<file path="config.mk">
export PLATFORM = sky130hd
export DESIGN_NAME = debug_text_glyph_layout_top
export DESIGN_NICKNAME = d
export VERILOG_FILES = /design/src/hdl/dtgl_pkg.sv /design/src/hdl/dtgl_layout.sv /design/src/hdl/debug_text_glyph_layout_top.sv
export SDC_FILE = /design/constraint.sdc
export NUM_CORES = 1
export LEC_CHECK = 0
export BUFFER_PORTS_ARGS = -buffer_cell sky130_fd_sc_hd__clkbuf_2
export CORE_MARGIN = 2
export CORE_UTILIZATION = 60
export DETAILED_ROUTE_END_ITERATION = 10
export PLACE_DENSITY = 0.85
export SETUP_SLACK_MARGIN = 0.3
export SYNTH_ARGS = -nofsm -noshare
export SYNTH_HDL_FRONTEND = slang
export SYNTH_SLANG_ARGS = --single-unit
</file>
<file path="constraint.sdc">
create_clock -name clk -period 12.6 [get_ports clk]
set_input_delay 1.89 -clock clk [delete_from_list [all_inputs] [get_ports clk]]
set_output_delay 1.89 -clock clk [all_outputs]
set_load 0.01 [all_outputs]
</file>
<file path="src/hdl/dtgl_pkg.sv">
`timescale 1ns / 1ps

package dtgl_pkg;

  localparam int CODE_W   = 8;
  localparam int OX_W     = 10;
  localparam int OY_W     = 9;
  localparam int PEN_X_W  = 12;
  localparam int PEN_Y_W  = 11;
  localparam int GX_W     = 11;
  localparam int GY_W     = 10;
  localparam int TU_W     = 7;
  localparam int TV_W     = 5;
  localparam int CFG_IDX_W = 3;
  localparam int CFG_DAT_W = 10;

  localparam logic [CFG_IDX_W-1:0] REG_ORIGIN_X   = 3'd0;
  localparam logic [CFG_IDX_W-1:0] REG_ORIGIN_Y   = 3'd1;
  localparam logic [CFG_IDX_W-1:0] REG_BOX_WIDTH  = 3'd2;
  localparam logic [CFG_IDX_W-1:0] REG_BOX_HEIGHT = 3'd3;

  localparam logic [OX_W-1:0] RST_ORIGIN_X   = 10'd0;
  localparam logic [OY_W-1:0] RST_ORIGIN_Y   = 9'd0;
  localparam logic [OX_W-1:0] RST_BOX_WIDTH  = 10'd256;
  localparam logic [OY_W-1:0] RST_BOX_HEIGHT = 9'd200;

  localparam logic [CODE_W-1:0] CH_TAB     = 8'd9;
  localparam logic [CODE_W-1:0] CH_NL      = 8'd10;
  localparam logic [CODE_W-1:0] CH_SPACE   = 8'd32;
  localparam logic [CODE_W-1:0] CH_GLYPH_HI = 8'd95;
  localparam logic [CODE_W-1:0] CH_LOWER_A = 8'd97;
  localparam logic [CODE_W-1:0] CH_LOWER_Z = 8'd122;
  localparam logic [CODE_W-1:0] CASE_OFS   = 8'd32;

  localparam logic [PEN_X_W-1:0] ADV_CHAR = 12'd8;
  localparam logic [PEN_X_W-1:0] ADV_TAB  = 12'd32;
  localparam logic [PEN_Y_W-1:0] ADV_LINE = 11'd8;

  typedef struct packed {
    logic [OX_W-1:0] origin_x;
    logic [OY_W-1:0] origin_y;
    logic [OX_W-1:0] box_width;
    logic [OY_W-1:0] box_height;
  } cfg_t;

  typedef struct packed {
    logic [PEN_X_W-1:0] pen_x;
    logic [PEN_Y_W-1:0] pen_y;
    logic               halted;
  } pen_t;

  typedef struct packed {
    logic            emit;
    logic [GX_W-1:0] glyph_x;
    logic [GY_W-1:0] glyph_y;
    logic [TU_W-1:0] tex_u;
    logic [TV_W-1:0] tex_v;
  } glyph_t;

endpackage

</file>
<file path="src/hdl/dtgl_layout.sv">
`timescale 1ns / 1ps

module dtgl_layout (
  input  dtgl_pkg::cfg_t             cfg,
  input  dtgl_pkg::pen_t             pen,
  input  logic [dtgl_pkg::CODE_W-1:0] char_code,
  output dtgl_pkg::pen_t             pen_nxt,
  output dtgl_pkg::glyph_t           glyph
);
  import dtgl_pkg::*;

  logic [CODE_W-1:0]  c;
  logic [CODE_W-1:0]  g;
  logic               is_glyph;
  logic [PEN_X_W-1:0] x_end;
  logic [PEN_Y_W-1:0] y_end;
  logic [PEN_X_W-1:0] px1;
  logic [PEN_Y_W-1:0] py1;
  logic [PEN_X_W-1:0] px2;
  logic [PEN_Y_W-1:0] py2;

  always_comb begin
    x_end = PEN_X_W'(cfg.origin_x) + PEN_X_W'(cfg.box_width);
    y_end = PEN_Y_W'(cfg.origin_y) + PEN_Y_W'(cfg.box_height);

    if (char_code >= CH_LOWER_A && char_code <= CH_LOWER_Z) begin
      c = char_code - CASE_OFS;
    end else begin
      c = char_code;
    end
    g = c - CASE_OFS;
    is_glyph = (c > CH_SPACE) && (c <= CH_GLYPH_HI);

    px1 = pen.pen_x;
    py1 = pen.pen_y;
    if (c == CH_SPACE || is_glyph) begin
      px1 = pen.pen_x + ADV_CHAR;
    end else if (c == CH_TAB) begin
      px1 = pen.pen_x + ADV_TAB;
    end else if (c == CH_NL) begin
      px1 = PEN_X_W'(cfg.origin_x);
      py1 = pen.pen_y + ADV_LINE;
    end

    if (px1 >= x_end) begin
      px2 = PEN_X_W'(cfg.origin_x);
      py2 = py1 + ADV_LINE;
    end else begin
      px2 = px1;
      py2 = py1;
    end

    if (pen.halted) begin
      pen_nxt = pen;
    end else begin
      pen_nxt.pen_x  = px2;
      pen_nxt.pen_y  = py2;
      pen_nxt.halted = (py2 >= y_end);
    end

    glyph.emit    = is_glyph && !pen.halted;
    glyph.glyph_x = pen.pen_x[GX_W-1:0];
    glyph.glyph_y = pen.pen_y[GY_W-1:0];
    glyph.tex_u   = {g[3:0], 3'b000};
    glyph.tex_v   = {g[5:4], 3'b000};
  end

endmodule

</file>
<file path="src/hdl/debug_text_glyph_layout_top.sv">
`timescale 1ns / 1ps

// channel | direction | request
// in_     | in        | char_code, last_char
// out_    | out       | glyph_x, glyph_y, tex_u, tex_v (printable codes only)
// cfg_    | in        | cfg_index, cfg_data (origin_x, origin_y, box_width, box_height)
//
// One character per cycle while in_ready is high; pen update and glyph lookup finish in the cycle of
// acceptance and the result is in the output register from the next cycle on.
// A full output register that is not taken stalls in_ready; it reopens in the
// same cycle out_ready rises. cfg_ready is always high; a write to one of the four registers restarts the pen.
// Reset (rst_n low, synchronous) loads default box and clears pen and output valid.

module debug_text_glyph_layout_top (
  input  logic                          clk,
  input  logic                          rst_n,
  input  logic                          in_valid,
  output logic                          in_ready,
  input  logic [dtgl_pkg::CODE_W-1:0]   in_char_code,
  input  logic                          in_last_char,
  output logic                          out_valid,
  input  logic                          out_ready,
  output logic [dtgl_pkg::GX_W-1:0]     out_glyph_x,
  output logic [dtgl_pkg::GY_W-1:0]     out_glyph_y,
  output logic [dtgl_pkg::TU_W-1:0]     out_tex_u,
  output logic [dtgl_pkg::TV_W-1:0]     out_tex_v,
  input  logic                          cfg_valid,
  output logic                          cfg_ready,
  input  logic [dtgl_pkg::CFG_IDX_W-1:0] cfg_index,
  input  logic [dtgl_pkg::CFG_DAT_W-1:0] cfg_data
);
  import dtgl_pkg::*;

  cfg_t   cfg_r, cfg_nxt;
  pen_t   pen_r, pen_nxt, pen_step;
  glyph_t glyph;
  glyph_t res_r;
  logic   out_valid_r, out_valid_nxt;
  logic   in_fire;
  logic   cfg_fire;
  logic   cfg_hit;

  dtgl_layout u_layout (
    .cfg       (cfg_r),
    .pen       (pen_r),
    .char_code (in_char_code),
    .pen_nxt   (pen_step),
    .glyph     (glyph)
  );

  assign in_ready  = !out_valid_r || out_ready;
  assign in_fire   = in_valid && in_ready;
  assign cfg_ready = 1'b1;
  assign cfg_fire  = cfg_valid && cfg_ready;

  always_comb begin
    cfg_nxt = cfg_r;
    cfg_hit = 1'b0;
    if (cfg_fire) begin
      unique case (cfg_index)
        REG_ORIGIN_X: begin
          cfg_nxt.origin_x = cfg_data[OX_W-1:0];
          cfg_hit = 1'b1;
        end
        REG_ORIGIN_Y: begin
          cfg_nxt.origin_y = cfg_data[OY_W-1:0];
          cfg_hit = 1'b1;
        end
        REG_BOX_WIDTH: begin
          cfg_nxt.box_width = cfg_data[OX_W-1:0];
          cfg_hit = 1'b1;
        end
        REG_BOX_HEIGHT: begin
          cfg_nxt.box_height = cfg_data[OY_W-1:0];
          cfg_hit = 1'b1;
        end
        default: begin
          cfg_hit = 1'b0;
        end
      endcase
    end

    pen_nxt = pen_r;
    if (cfg_hit) begin
      pen_nxt.pen_x  = PEN_X_W'(cfg_nxt.origin_x);
      pen_nxt.pen_y  = PEN_Y_W'(cfg_nxt.origin_y);
      pen_nxt.halted = 1'b0;
    end else if (in_fire) begin
      if (in_last_char) begin
        pen_nxt.pen_x  = PEN_X_W'(cfg_r.origin_x);
        pen_nxt.pen_y  = PEN_Y_W'(cfg_r.origin_y);
        pen_nxt.halted = 1'b0;
      end else begin
        pen_nxt = pen_step;
      end
    end

    out_valid_nxt = (in_fire && glyph.emit) || (out_valid_r && !out_ready);
  end

  always_ff @(posedge clk) begin
    if (!rst_n) begin
      cfg_r.origin_x   <= RST_ORIGIN_X;
      cfg_r.origin_y   <= RST_ORIGIN_Y;
      cfg_r.box_width  <= RST_BOX_WIDTH;
      cfg_r.box_height <= RST_BOX_HEIGHT;
      pen_r.pen_x      <= PEN_X_W'(RST_ORIGIN_X);
      pen_r.pen_y      <= PEN_Y_W'(RST_ORIGIN_Y);
      pen_r.halted     <= 1'b0;
      out_valid_r      <= 1'b0;
    end else begin
      cfg_r       <= cfg_nxt;
      pen_r       <= pen_nxt;
      out_valid_r <= out_valid_nxt;
    end
  end

  always_ff @(posedge clk) begin
    if (in_fire && glyph.emit) begin
      res_r <= glyph;
    end
  end

  assign out_valid   = out_valid_r;
  assign out_glyph_x = res_r.glyph_x;
  assign out_glyph_y = res_r.glyph_y;
  assign out_tex_u   = res_r.tex_u;
  assign out_tex_v   = res_r.tex_v;

endmodule

</file>
==> results.md <==
* Skew final at 14.5 ps
* CP endpoint kind: flop
* Sequential share of the synthesized area at 36.0%
* CTS sink count at 90
* Layout cell share with drive strength beyond 1 at ~15%
* RR Startpoint: cfg_r[28]
* Storage cell area at 2070 um^2
* Placed inst area at slightly above 6000 um^2
* Most frequent cells in the layout: nand2_1 (109), a21oi_1 (67), dfxtp_1 (63)
* Max-cap violation count at 0
* Crit path from: in_char_code[5]
* Outcome: finished clean
* Worst Hold Slack at around 470 ps
* Seq cells post-synth at 90
* Endpoints failing hold at 0
* Root Driver: clkbuf_8
* Number of enable flip-flop cells after synthesis at 27
* Clock share of power at roughly 31%
* Fin util at 67.5%
* Worst-margin pin slew at 974 ps
* Cell count after synthesis at 664
* Detail-routed via count per cell at 6.22
* RSZ-0062 raised after global routing: false
* Post-Layout Inst Area at 6270 um^2
* GR Overflow Total at 0
* Tmin final at 7380 ps
* TritonCTS clock tree: done
* Most common cell after layout, fill and taps aside: nand2_1
* Vias in the first global route at 4973
* Initial antenna violation count at 0
* Reg power frac at about 51%
* Critical Path Source Type: input pin
* Cell area power density at 101 nW/um^2
* Inserted Clock Buffers at 9
* R2r setup slk at between 6000 and 7000 ps
* Total Nets Final at 776
* Peak Freq at ~140 MHz
* Clk slew on worst S/H paths at 100 ps
* Reg2Reg Depth at 25
* Largest net degree at the start of global routing at 43
* Leakage at 2.55 nW
* Total GRT Usage at 29.6%
* Slew HR at a little over a third
* WL final at approximately 15 mm
* Buffers on Ports at 55
* Period utilisation layout at 58.6%
* Area Growth Syn to Fin at 8.77%
* Yosys synthesis warning count at 0
* Post-Syn Area per Cell at slightly below 9 um^2
* Die Height at 102 um
* N_diodes at 0
* Initial core utilization at slightly above 60%
* P_sw at 0.200 mW
* Fraction of power spent switching nets at between 30% and 40%
* Filler instances at approximately 740
* Critical Path RT at 12890 ps
* Most used flip-flop cell after synthesis: dfxtp_1
* Pins Over Slew Limit at 0
* Multi-input gate area at 3450 um^2
* First-pass GRT wire length at 24.1 mm
* Cts repair resizes at 0
* Worst-skew pair later-pin latency at 380 ps
* Comb power frac at between 10% and 20%
* Count of cell types in the netlist at 72
* Core area at 9280 um^2
* ANT nets after route at 0
* DRC viols at 0
* Crit path DAT at 7670 ps
* Total internal power at roughly 0.43 mW
* Clock Path Buffers at 2
* Post-DP HPWL at 11.2 mm
* Initial DRC count at about 400
* Setup_tns at 0 ps
* Number of H-tree levels at 3
* Max IR drop VDD at 0.0606 mV
* Post-CTS setup buffers at 0
* Hold wc startpoint: cfg_r[11]
* Die ar. at 10400 um^2
* IO Count at 63
* Placed Cells incl. Taps at 820
* Non-Filler Instances at 836
* Routed WL per cell at 17.6 um
* Crit Path Class: in2reg
* Routed vias at approximately 5200
* Worst Hold Class: reg2reg
* Synthesized area at slightly below 6000 um^2
* Worst-path fanout max at 20
* Setup Viol. Count Final at 0
* Worst flop-to-flop path endpoint: pen_r[0]
* Die width at slightly above 100 um
* Share of synthesized registers carrying an async set or reset at 0%
* Setup crit end: pen_r[0]
* Routability congestion estimate at ~0.94
* Drt first pass iters at 6
* Row count at 35
* Hold_buf cts at 0
* Hold path cells at 2
## power by group through the flow
stage / logic [mW] / clock network [mW] / registers, mW
6_report: 0.114 / 0.198 / 0.320
5_1_grt: 0.126 / 0.210 / 0.321
4_1_cts: 0.112 / 0.199 / 0.319
3_5_place_dp: 0.111 / 0 / 0.326
3_3_place_gp: 0.107 / 0 / 0.325
2_1_floorplan: 0.0838 / 0 / 0.323
## flip-flops by register name (all words and copies together) (netlist names)
name and count:
out_tex_u 4, out_tex_v 2, out_valid 1, pen_r 24
out_glyph_y 10, cfg_r 38, out_glyph_x 11
## kinds of logic after synthesis
kind of cell             count (synthesis)  share of synthesized area [%]
adder cells (fa/ha/maj)                 47                           10.5
AO/OA/AOI/OAI                          184                           21.8
multiplexers                            20                           3.56
AND/OR/NAND/NOR                        230                           18.7
buffers and inverters                   61                           4.60
flip-flops                              90                           36.0
XOR/XNOR                                30                           4.82
other                                    2                          0.130
## critical path, stage by stage
cell,delay (ps)
clkbuf_2,280
inv_1,90
ha_1,310
nand3b_1,210
a2111oi_4,90
nor2_2,790
mux2_2,440
ha_1,300
nand2_1,50
o21ai_0,150
a221oi_1,100
o31ai_1,560
nor3_1,250
nor2_2,610
mux2_2,430
ha_1,280
nand2_1,50
o21ai_0,180
nand3_1,120
a32o_1,290
a211oi_2,180
## worst min path at each step
stage	to	slack, ps
after floorplan	out_glyph_x[10]	410
after global placement	out_glyph_y[0]	440
after detailed placement	cfg_r[11]	450
after CTS	cfg_r[11]	470
after global routing	cfg_r[16]	480
final	cfg_r[11]	470
## per-stage QoR
step / power [mW] / worst slack (ps)
after floorplan: 0.407 / 4580
after global placement: 0.433 / 5180
after detailed placement: 0.437 / 5010
after CTS: 0.630 / 5310
after global routing: 0.658 / 4820
final: 0.632 / 5220
## cell type report
cell class | instances | area share, %
clock buffers | 10 | 2.20
clock inverters | 6 | 0.878
inverters | 25 | 1.50
multi-input cells | 518 | 55.0
flip-flops and latches | 90 | 33.1
well taps | 129 | 2.57
repair buffers | 58 | 4.75
## synthesized netlist by cell type (all sizes together) (4+ instances only)
master | n | area share (%)
nor3 | 13 | 1.3
buf | 14 | 1.5
and2 | 8 | 0.87
a31oi | 9 | 1.1
nor2 | 41 | 2.8
dfxtp | 63 | 22
xnor2 | 20 | 3.2
mux2i | 16 | 2.8
mux2 | 4 | 0.78
clkbuf | 22 | 1.4
ha | 45 | 9.8
and3 | 4 | 0.43
nor2b | 4 | 0.43
edfxtp | 27 | 14
o21ai | 32 | 2.9
or3 | 4 | 0.46
a2111oi | 4 | 1.6
o21bai | 8 | 1.0
nand3 | 24 | 2.1
o31ai | 4 | 0.52
xor2 | 10 | 1.7
nand2 | 109 | 7.1
o2bb2ai | 5 | 0.76
o22ai | 4 | 0.43
a21o | 10 | 1.3
a21oi | 69 | 6.1
inv | 25 | 1.6
nand2b | 6 | 0.65
a221oi | 5 | 0.76
a211oi | 9 | 1.3
## metal layers
layer	wire length [um]	GRT usage (%)	vias up
met3	1010	4.65	33
li1	-	-	2468
met5	0	0	-
met4	331	12.0	0
met2	7140	49.9	244
met1	6250	38.0	2456
Note: power is estimated with default switching activity, not from simulation.
